## src/hdl/assert_macros.svh

```systemverilog
// Assertion helpers, clocked on clk and switched off during rst
`ifndef ASSERT_MACROS_SVH
`define ASSERT_MACROS_SVH

// Check that a condition holds at every edge
`define ASSERT_ALWAYS(label, cond) \
  label: assert property (@(posedge clk) disable iff (rst) (cond)) \
    else $error("assertion failed");

// Check that a consequent holds whenever the antecedent does
`define ASSERT_IMPLIES(label, ante, cons) \
  label: assert property (@(posedge clk) disable iff (rst) (ante) |-> (cons)) \
    else $error("assertion failed");

`endif

```

## src/hdl/tce_pkg.sv

```systemverilog
package tce_pkg;

  localparam int REG_WIDTH_DEF = 8;
  localparam int PC_WIDTH_DEF  = 16;
  localparam int NUM_REGS      = 16;
  localparam int RAM_DEPTH     = 256;
  localparam int QUEUE_DEPTH   = 2;

  localparam int REG_SEL_W  = $clog2(NUM_REGS);
  localparam int RAM_ADDR_W = $clog2(RAM_DEPTH);
  localparam int INSTR_W    = 16;
  localparam int IMM_W      = 8;
  localparam int OUT_PC_W   = 16;
  localparam int TTY_W      = 8;
  localparam int CFG_W      = 16;

  localparam logic [REG_SEL_W-1:0] TTY_REG   = 4'd10;
  localparam logic [REG_SEL_W-1:0] MOV_LIMIT = 4'hD;

  typedef enum logic [3:0] {
    OP_NOP, OP_ADD, OP_SUB, OP_AND, OP_NOT, OP_OR,  OP_XOR, OP_LSL,
    OP_LSR, OP_MOV, OP_LMR, OP_LRM, OP_JEQ, OP_JNQ, OP_JGT, OP_JLT
  } op_t;

  // Decoded request as it travels through the queue
  typedef struct packed {
    op_t                  op;
    logic [REG_SEL_W-1:0] rs;
    logic [IMM_W-1:0]     imm;
    logic                 wr_reg;
    logic                 wr_mem;
    logic                 is_jump;
  } instr_t;

  typedef struct packed {
    logic full;
    logic empty;
  } q_stat_t;

endpackage

```

## src/hdl/tce_front.sv

```systemverilog
module tce_front (
  input  logic                        in_valid,
  output logic                        in_ready,
  input  logic [tce_pkg::INSTR_W-1:0] instruction_word,
  input  tce_pkg::q_stat_t            q_stat,
  output logic                        push,
  output tce_pkg::instr_t             push_item
);
  import tce_pkg::*;

  op_t                  op;
  logic [REG_SEL_W-1:0] rs;

  assign op       = op_t'(instruction_word[INSTR_W-1 -: 4]);
  assign rs       = instruction_word[IMM_W +: REG_SEL_W];
  assign in_ready = !q_stat.full;
  assign push     = in_valid && !q_stat.full;

  always_comb begin
    push_item.op      = op;
    push_item.rs      = rs;
    push_item.imm     = instruction_word[IMM_W-1:0];
    push_item.wr_reg  = (op inside {OP_ADD, OP_SUB, OP_AND, OP_NOT, OP_OR, OP_XOR,
                                    OP_LSL, OP_LSR, OP_LMR})
                        || (op == OP_MOV && rs < MOV_LIMIT);
    push_item.wr_mem  = (op == OP_LRM);
    push_item.is_jump = op inside {OP_JEQ, OP_JNQ, OP_JGT, OP_JLT};
  end

endmodule

```

## src/hdl/tce_queue.sv

```systemverilog
module tce_queue (
  input  logic             clk,
  input  logic             rst,
  input  logic             push,
  input  tce_pkg::instr_t  push_item,
  input  logic             pop,
  output tce_pkg::instr_t  pop_item,
  output tce_pkg::q_stat_t q_stat
);
  import tce_pkg::*;

  localparam int PTR_W = (QUEUE_DEPTH > 1) ? $clog2(QUEUE_DEPTH) : 1;
  localparam int CNT_W = $clog2(QUEUE_DEPTH + 1);

  instr_t           entries [QUEUE_DEPTH];
  logic [PTR_W-1:0] wr_ptr;
  logic [PTR_W-1:0] rd_ptr;
  logic [CNT_W-1:0] count;

  assign q_stat.full  = (count == CNT_W'(QUEUE_DEPTH));
  assign q_stat.empty = (count == '0);
  assign pop_item     = entries[rd_ptr];

  always_ff @(posedge clk) begin
    if (push) begin
      entries[wr_ptr] <= push_item;
    end
  end

  always_ff @(posedge clk) begin
    if (rst) begin
      wr_ptr <= '0;
      rd_ptr <= '0;
      count  <= '0;
    end else begin
      if (push) begin
        wr_ptr <= (wr_ptr == PTR_W'(QUEUE_DEPTH - 1)) ? '0 : wr_ptr + PTR_W'(1);
      end
      if (pop) begin
        rd_ptr <= (rd_ptr == PTR_W'(QUEUE_DEPTH - 1)) ? '0 : rd_ptr + PTR_W'(1);
      end
      if (push && !pop) begin
        count <= count + CNT_W'(1);
      end else if (pop && !push) begin
        count <= count - CNT_W'(1);
      end
    end
  end

endmodule

```

## src/hdl/tce_exec.sv

```systemverilog
module tce_exec #(
  parameter int REG_WIDTH = tce_pkg::REG_WIDTH_DEF,
  parameter int PC_WIDTH  = tce_pkg::PC_WIDTH_DEF
) (
  input  logic                         clk,
  input  logic                         rst,
  input  logic                         cfg_wr_en,
  input  logic [tce_pkg::CFG_W-1:0]    cfg_wr_data,
  input  tce_pkg::q_stat_t             q_stat,
  output logic                         pop,
  input  tce_pkg::instr_t              pop_item,
  output logic                         out_valid,
  input  logic                         out_ready,
  output logic [tce_pkg::OUT_PC_W-1:0] next_pc,
  output logic [tce_pkg::TTY_W-1:0]    tty_value,
  output logic                         at_end
);
  import tce_pkg::*;

  typedef enum logic {S_FETCH, S_EXEC} state_t;

  state_t               state;
  instr_t               cur;
  logic [CFG_W-1:0]     rom_length;
  logic [PC_WIDTH-1:0]  pc;
  logic [REG_WIDTH-1:0] regs [NUM_REGS];
  logic [REG_WIDTH-1:0] mem [RAM_DEPTH];
  logic [RAM_DEPTH-1:0] mem_vld;
  logic [REG_WIDTH-1:0] ram_q;
  logic                 ram_q_vld;

  logic                 exec;
  logic                 ended;
  logic                 shift_big;
  logic                 taken;
  logic [REG_WIDTH-1:0] a;
  logic [REG_WIDTH-1:0] b;
  logic [REG_WIDTH-1:0] res;
  logic [REG_WIDTH-1:0] tty_new;
  logic [PC_WIDTH-1:0]  pc_next;
  logic [PC_WIDTH-1:0]  pc_after;
  logic [31:0]          pc_wide;
  logic                 do_reg;
  logic                 do_mem;

  assign a         = regs[0];
  assign b         = regs[1];
  assign pop       = (state == S_FETCH) && !q_stat.empty;
  assign exec      = (state == S_EXEC) && (!out_valid || out_ready);
  assign ended     = 32'(pc) >= 32'(rom_length);
  assign shift_big = cur.imm >= IMM_W'(REG_WIDTH);
  assign do_reg    = exec && !ended && cur.wr_reg;
  assign do_mem    = exec && !ended && cur.wr_mem;

  always_comb begin
    case (cur.op)
      OP_ADD:  res = a + b;
      OP_SUB:  res = a - b;
      OP_AND:  res = a & b;
      OP_NOT:  res = ~a;
      OP_OR:   res = a | b;
      OP_XOR:  res = a ^ b;
      OP_LSL:  res = shift_big ? '0 : (a << cur.imm);
      OP_LSR:  res = shift_big ? '0 : (a >> cur.imm);
      OP_MOV:  res = REG_WIDTH'(cur.imm);
      OP_LMR:  res = ram_q_vld ? ram_q : '0;
      default: res = '0;
    endcase
  end

  always_comb begin
    case (cur.op)
      OP_JEQ:  taken = (a == b);
      OP_JNQ:  taken = (a != b);
      OP_JGT:  taken = (a > b);
      OP_JLT:  taken = (a < b);
      default: taken = 1'b0;
    endcase
  end

  assign pc_next  = ((cur.is_jump && taken) ? PC_WIDTH'(cur.imm) : pc) + PC_WIDTH'(1);
  assign pc_after = ended ? pc : pc_next;
  assign pc_wide  = 32'(pc_after);
  assign tty_new  = (do_reg && cur.rs == TTY_REG) ? res : regs[TTY_REG];

  // Fetch pops the queue and reads the RAM; execute retires into the output register
  always_ff @(posedge clk) begin
    if (rst) begin
      state     <= S_FETCH;
      out_valid <= 1'b0;
    end else begin
      case (state)
        S_FETCH: begin
          if (pop) begin
            state <= S_EXEC;
          end
          if (out_ready) begin
            out_valid <= 1'b0;
          end
        end
        S_EXEC: begin
          if (exec) begin
            state     <= S_FETCH;
            out_valid <= 1'b1;
            next_pc   <= pc_wide[OUT_PC_W-1:0];
            tty_value <= tty_new[TTY_W-1:0];
            at_end    <= ended;
          end
        end
        default: state <= S_FETCH;
      endcase
    end
  end

  always_ff @(posedge clk) begin
    if (pop) begin
      cur       <= pop_item;
      ram_q     <= mem[pop_item.imm[RAM_ADDR_W-1:0]];
      ram_q_vld <= mem_vld[pop_item.imm[RAM_ADDR_W-1:0]];
    end
  end

  always_ff @(posedge clk) begin
    if (do_mem) begin
      mem[cur.imm[RAM_ADDR_W-1:0]] <= regs[cur.rs];
    end
  end

  // Unwritten RAM words read as zero through the valid bits
  always_ff @(posedge clk) begin
    if (rst) begin
      mem_vld <= '0;
    end else if (do_mem) begin
      mem_vld[cur.imm[RAM_ADDR_W-1:0]] <= 1'b1;
    end
  end

  always_ff @(posedge clk) begin
    if (rst) begin
      for (int i = 0; i < NUM_REGS; i++) begin
        regs[i] <= '0;
      end
      pc         <= '0;
      rom_length <= '0;
    end else begin
      if (do_reg) begin
        regs[cur.rs] <= res;
      end
      if (exec) begin
        pc <= pc_after;
      end
      if (cfg_wr_en) begin
        rom_length <= cfg_wr_data;
      end
    end
  end

endmodule

```

## src/hdl/toy_cpu_instruction_execute.sv

```systemverilog
// An accepted request is written into the queue, popped into the execute state
// and retired into the output registers once they are free; the fetch/execute
// pair around the registered data RAM read takes no new one before that retires.
// Input side takes a request every cycle until the 2-entry queue fills.
// Reset (rst, synchronous): clears registers, pc, rom_length and the RAM valid
// bits at once; no clearing pass, requests are taken right after reset.
`include "assert_macros.svh"

module toy_cpu_instruction_execute #(
  parameter int REG_WIDTH = tce_pkg::REG_WIDTH_DEF,
  parameter int PC_WIDTH  = tce_pkg::PC_WIDTH_DEF
) (
  input  logic                         clk,
  input  logic                         rst,
  input  logic                         cfg_wr_en,
  input  logic [tce_pkg::CFG_W-1:0]    cfg_wr_data,
  input  logic                         in_valid,
  output logic                         in_ready,
  input  logic [tce_pkg::INSTR_W-1:0]  instruction_word,
  output logic                         out_valid,
  input  logic                         out_ready,
  output logic [tce_pkg::OUT_PC_W-1:0] next_pc,
  output logic [tce_pkg::TTY_W-1:0]    tty_value,
  output logic                         at_end
);
  import tce_pkg::*;

  q_stat_t q_stat;
  instr_t  push_item;
  instr_t  pop_item;
  logic    push;
  logic    pop;

  tce_front u_front (
    .in_valid         (in_valid),
    .in_ready         (in_ready),
    .instruction_word (instruction_word),
    .q_stat           (q_stat),
    .push             (push),
    .push_item        (push_item)
  );

  tce_queue u_queue (
    .clk       (clk),
    .rst       (rst),
    .push      (push),
    .push_item (push_item),
    .pop       (pop),
    .pop_item  (pop_item),
    .q_stat    (q_stat)
  );

  tce_exec #(
    .REG_WIDTH (REG_WIDTH),
    .PC_WIDTH  (PC_WIDTH)
  ) u_exec (
    .clk         (clk),
    .rst         (rst),
    .cfg_wr_en   (cfg_wr_en),
    .cfg_wr_data (cfg_wr_data),
    .q_stat      (q_stat),
    .pop         (pop),
    .pop_item    (pop_item),
    .out_valid   (out_valid),
    .out_ready   (out_ready),
    .next_pc     (next_pc),
    .tty_value   (tty_value),
    .at_end      (at_end)
  );

  `ASSERT_ALWAYS(a_queue_stat, !(q_stat.full && q_stat.empty))
  `ASSERT_IMPLIES(a_pop_nonempty, pop, !q_stat.empty)
  `ASSERT_IMPLIES(a_result_after_pop, $rose(out_valid), $past(pop, 2))

endmodule
```

## config.mk

```make
export PLATFORM = sky130hd
export DESIGN_NAME = toy_cpu_instruction_execute
export DESIGN_NICKNAME = d
export VERILOG_FILES = /design/src/hdl/tce_pkg.sv /design/src/hdl/tce_front.sv /design/src/hdl/tce_queue.sv /design/src/hdl/tce_exec.sv /design/src/hdl/toy_cpu_instruction_execute.sv
export VERILOG_INCLUDE_DIRS = /design/src /design/src/hdl
export SDC_FILE = /design/constraint.sdc
export NUM_CORES = 2
export LEC_CHECK = 0
export ABC_AREA = 0
export BUFFER_PORTS_ARGS = -buffer_cell sky130_fd_sc_hd__buf_2
export CELL_PAD_IN_SITES_DETAIL_PLACEMENT = 0
export CELL_PAD_IN_SITES_GLOBAL_PLACEMENT = 2
export CORE_AREA = 8 8 403 601
export CTS_CLUSTER_SIZE = 14
export DETAILED_ROUTE_END_ITERATION = 7
export DIE_AREA = 0 0 411 609
export GPL_TIMING_DRIVEN = 0
export PLACE_DENSITY = 0.83
export SETUP_SLACK_MARGIN = 0.3
export SYNTH_ARGS = -nofsm -noshare
export SYNTH_HDL_FRONTEND = slang
export SYNTH_SLANG_ARGS = --single-unit
```

## constraint.sdc

```tcl
create_clock -name clk -period 4.86 [get_ports clk]
set_clock_uncertainty 0.1 [all_clocks]
set_input_delay 0.972 -clock clk [delete_from_list [all_inputs] [get_ports clk]]
set_output_delay 0.972 -clock clk [all_outputs]
set_load 0.005 [all_outputs]
```

Yosys cells after proc, flatten, opt, wreduce, memory -nomap -nowiden:

Memories as Yosys holds them, arrays and structs flattened. A register that Yosys moved wholly into a read port is not among the register bits.
Index checks and enable logic that the tools add are counted.
Widths: inputs -> output; s select.

* $add $sub $neg: 7
* multipliers: 0
* div/mod/pow operators: 0
* magnitude comparators: 8
* equal/unequal tests: 34
* shift-type cells: 2
* multiplexer cells: 36
* bitwise gates (word level): 7
* reductions and logical operators: 26

Operator list (number)
* $or 256x256->256: 1
* $pmux 8 s10: 1
* $eq 4x4->1 const B: 15
* $eq 4x3->1 const B: 8
* $mux 16: 2
* $mux 8: 4
* $mux 1: 20
* $lt 8x9->1 const B: 2
* $add 16x1->16 const B: 1
* $eq 4x2->1 const B: 4
* $ge 16x16->1: 1
* $logic_and 1x1->1: 11
* $reduce_bool 9->1: 1
* $add 8x8->8: 1
* $and 8x8->8: 1
* $bmux 1 s8: 1
* $demux 1 s8: 1
* $eq 4x1->1 const B: 2
* $eq 8x8->1: 1
* $ge 8x1->1 const B: 1
* $ge 8x4->1 const B: 1
* $gt 8x8->1: 1
* $lt 8x8->1: 1
* $mux 4: 2
* 25 further kinds: 36

* register bits: 331
* bits in latches: 0
* RAM bits: 2214
* bits in read-only memories: 0
* bits of input ports: 37
* output and inout port bits: 27
* word-level logic and storage cells: 140
* memories: 3

Memory list
* u_exec.mem: depth 256, width 8, read ports 1, clocked after Yosys merged registers in 1, write ports 1, RTL line tce_exec.sv:27 `logic [REG_WIDTH-1:0] mem [RAM_DEPTH];`
* u_exec.regs: depth 16, width 8, read ports 4, clocked after Yosys merged registers in 2, write ports 16, RTL line tce_exec.sv:26 `logic [REG_WIDTH-1:0] regs [NUM_REGS];`
* u_queue.entries: depth 2, width 19, read ports 1, clocked after Yosys merged registers in 1, write ports 1, RTL line tce_queue.sv:15 `instr_t entries [QUEUE_DEPTH];`

Longest topological paths before layout:

* word-level depth: 10
* depth in mapped cells: 19
* mapped depth without buffers: 18

Hierarchy:

From an unflattened synthesis, not the netlist that was laid out.

* cells, all modules: 5177
* area, all modules: 102240.6 µm²

Modules (own cells, without submodules)
* tce_exec: instances 1, cells each 5072, area each 100481.4 µm²
* tce_queue: instances 1, cells each 81, area each 1579.0 µm²
* tce_front: instances 1, cells each 24, area each 180.2 µm²

Least setup slack after synthesis:

OpenSTA, ideal clock, no wires.

* path kind: flip-flop to flip-flop
* start: memory u_exec.regs[0][0] (netlist name)
* end: register u_exec.pc[12]
* setup time: 0.071 ns
* data arrival time: 3.852 ns
* required time: 4.689 ns
* path slack: 0.837 ns
* stages on the path, launching flop included: 20
* path buffers: 1
* cell sequence: edfxtp_1 > inv_1 > ha_1 > inv_1 > fa_1 > nand2b_1 > a21oi_1 > o21ai_0 > a21oi_1 > o31ai_1 > nor2_1 > clkbuf_1 > o21ai_0 > ha_1 > nand4_1 > nor2_1 > and3_1 > o211ai_1 > or3_1 > a21oi_1

RTL lines
* start, declared: RTL line tce_exec.sv:26
* end signal, assigned: RTL line tce_exec.sv:150 `pc <= pc_after;`
* end, declared: RTL line tce_exec.sv:25 `logic [PC_WIDTH-1:0] pc;`

Final worst setup path:

* start: register u_exec.cur[3] (netlist name)
* end: register u_exec.mem_vld[93]

* cells in the longest elaborated chain, start to end: 5
* elaborated cells between the ends (all ways): 6
* classes of those cells: order compare: 2; mux: 2; bitwise: 1; reduce/logical: 1

Ends and longest elaborated chain
* start, declared: RTL line tce_exec.sv:23 `instr_t cur;`
* start signal, assigned: RTL line tce_exec.sv:117 `cur <= pop_item;`
* $lt 8x9->1 (implied by the code) or $ge 8x1->1 (tied branches): RTL line tce_exec.sv:134 `mem_vld[cur.imm[RAM_ADDR_W-1:0]] <= 1'b1;`
* $logic_and 1x1->1 (implied by the code): RTL line tce_exec.sv:134
* $mux 1 (implied by the code): RTL line tce_exec.sv:134
* $demux 1 s8 *
* $or 256x256->256 (no source line) *
* end signal, assigned: RTL line tce_exec.sv:132 `mem_vld <= '0;`
* end signal, assigned by index: RTL line tce_exec.sv:134
* end, declared: RTL line tce_exec.sv:28 `logic [RAM_DEPTH-1:0] mem_vld;`

Mark *: on every way between the ends. The rest lies on a longest branch, timed or not.
A chain may end at the register's enable or synchronous reset.

==> out/results.tsv <==
metric	value	unit
outcome	complete, but fails checks	
violations	max-capacitance violations, max-slew violations	
async_flop_share	0	%
synth_top_area_share	65.2	%
synth.distinct_cells	83	
tightest_slew	1600	ps
cts_tree	built	
postLayoutSetupSlackWorst	130	ps
drtIter0Drc	9173	
finalSetupViolations	0	
cp.required	5650	ps
worst_setup_path_start_kind	flip-flop	
fp.dieH	609	µm
synth_area_leader_cell	edfxtp_1	
drt_pre_antenna_iters	6	
worstSetupStartpoint	u_exec.cur[3]$_DFFE_PP_	
avgSynthCellArea	13.0	µm²
post-place-ws	-2170	ps
r2r_slack	130	ps
yosysSeqAreaShare	71.0	%
viasPerCell	6.16	
layout_common_cells	edfxtp_1 (2267), nand2_1 (1565), nand3_1 (840)	
ys.flop_type	edfxtp_1	
totalWireLength	417000	µm
drc	0	
cts_buffers	238	
min_period_over_period	97.3	%
rows	217	
layout_commonest_cell	edfxtp_1	
start_util	44.8	%
placed_cells_incl_taps	11200	
crit_arrival	5520	ps
min_path_cells	1	
syn_nets	8094	
timing.fmax	211	MHz
p_per_area	601	nW/µm²
antenna_found_initial	19	
finalCoreUtilization	52.3	%
critPathMaxFanout	10	
core_area	233000	µm²
io_buffer_count	62	
synth.area.top_cells	edfxtp_1 (65%), dfxtp_1 (5.7%), nand2_1 (5.6%)	
cap_violations	1	
hp-start	instruction_word[6]	
post-route-min-period	4730	ps
design_area	122000	µm²
grt_pass1_wl	565000	µm
cpMaxStageDelayCell	nor2_1	
insertion_delay	990	ps
crit_chain	buf_1 -> clkbuf_1 -> nor2b_1 -> nand3_1 -> nor2_1 -> a21oi_1 -> nor2_1	
grt_max_degree	91	
max_stage_delay	1200	ps
gp_congestion	1.08	
place_area	109000	µm²
power.total	73200	µW
dpl.hpwl	304000	µm
via_count	72400	
syn2layout_area_growth	16.7	%
hold_viol	0	
final-instance-count-excl-fill	11800	
synth_cells	8013	
nets	8586	
clk_path_buf_depth	4	
wl_per_cell	35.5	µm
cts_max_level	4	
cts-root-buf	clkbuf_16	
fillers	19600	
finalMaxSlewViolations	5	
hold-path-endpoint	u_queue.entries[0][9]$_DFFE_PP_	
p_leak	0.0409	µW
vdd_drop_max	0.000517	V
cts.sinks	2566	
cts.reportedPaths.clkPinSlew	70	ps
drive_above_1_share	16.6	%
grt_pass1_vias	70600	
ioPinCount	64	
yosysWarnings	0	
r2r-end	u_exec.mem_vld[93]$_SDFFE_PP0P_	
hold_class	in2reg	
slew_headroom	-7.37	%
dieArea	250000	µm²
endpoint_kind	flip-flop	
reg2regPathDepth	7	
synth-edff-count	2267	
rsz0062_at_grt	true	
crit_top_cell	nor2_1	
ant_nets	0	
r2r_start	u_exec.cur[3]$_DFFE_PP_	
synthesis.area	104000	µm²
crit_type	reg2reg	
grt-ovfl-total	0	
multi_input_area	30000	µm²
grt_usage	32.4	%
synth_seq_cells	2566	
ff_latch_area	74100	µm²
die_w	411	µm
## worst max-delay path, delay by kind of cell (launching register included)
kind | cells | cell delay, ps
AO/OA/AOI/OAI | 1 | 200
buffers and inverters | 2 | 1140
AND/OR/NAND/NOR | 4 | 2790
flip-flops | 1 | 420
## registers in the layout, indices dropped and copies added, names as in the netlist, 16 cells and up, named ones only
register / flops
u_exec.regs: 128
u_exec.mem: 2048
u_exec.rom_length: 16
u_queue.entries: 38
u_exec.next_pc: 16
u_exec.mem_vld: 256
u_exec.cur: 19
u_exec.pc: 16
## cell type report
class,count,share of cell area [%]
Sequential cell,2566,60.8
Multi-Input combinational cell,4871,24.7
Clock buffer,308,5.23
Tap cell,3066,3.15
Timing Repair Buffer,252,2.51
Buffer,513,2.46
Clock inverter,109,0.971
Inverter,63,0.201
Antenna cell,9,0.0185
## per-stage QoR
step           hold slack (ps)  TNS [ps]
2_1_floorplan              331         0
3_3_place_gp               342  -7156060
3_5_place_dp               352  -2843630
4_1_cts                    146         0
5_1_grt                    140         0
6_report                   138         0
## per-layer routing
layer	up-vias	routed length [µm]	GRT usage [%]
li1	30500	-	-
met1	36200	136000	35.1
met2	4240	198000	53.5
met3	1412	37200	7.79
met4	6	44900	27.4
met5	-	23	0
## worst max-delay path by stage
stage                                           end  slack (ps)  cells after the start
floorplan                u_exec.pc[12]$_SDFFE_PP0P_         840                     19
global placement        u_exec.mem[68][3]$_DFFE_PP_       -2500                      4
detailed placement     u_exec.mem[250][6]$_DFFE_PP_       -2170                     13
CTS                     u_exec.mem[66][0]$_DFFE_PP_          20                     14
global route             u_exec.pc[12]$_SDFFE_PP0P_         140                     20
finish              u_exec.mem_vld[93]$_SDFFE_PP0P_         130                      7
## cells by family (layout without fill, tap and decap cells)
logic type | after synthesis | in the layout | synth area share [%]
compound gates | 846 | 846 | 4.90
xor+xnor | 12 | 12 | 0.101
fa+ha+maj | 44 | 44 | 0.542
buf+inv | 576 | 1245 | 2.31
flops | 2566 | 2566 | 71.0
mux | 453 | 453 | 6.64
other cells | 0 | 9 | 0
simple gates | 3516 | 3516 | 14.5
## cell usage after synthesis, drive strengths merged (15+ instances only)
library cell	number
edfxtp	2267
nand2	1570
nand3	851
nor2	768
a21oi	396
dfxtp	299
clkbuf	285
mux2i	249
buf	228
mux4	187
nand4	84
a31oi	78
o21ai	77
a211oi	75
o22ai	68
inv	62
ha	42
nor2b	41
nor3	36
and3	31
nand2b	29
or3	26
or4	26
a32oi	25
a311oi	20
o211ai	18
mux2	17
nor4	15
## timing repair
action,in CTS,in global routing
pin swaps,99,35
setup buffers,119,38
endpoints found under the setup margin,2469,2307
gates resized for setup,765,235
hold buffers,0,0
## power breakdown
| group | switching (µW) | internal (µW) | total, µW |
|---|---|---|---|
| sequential | 272 | 29700 | 29900 |
| combinational | 18800 | 5630 | 24500 |
| clock | 8350 | 10400 | 18800 |
No activity file was read; power rests on OpenSTA's default activity.
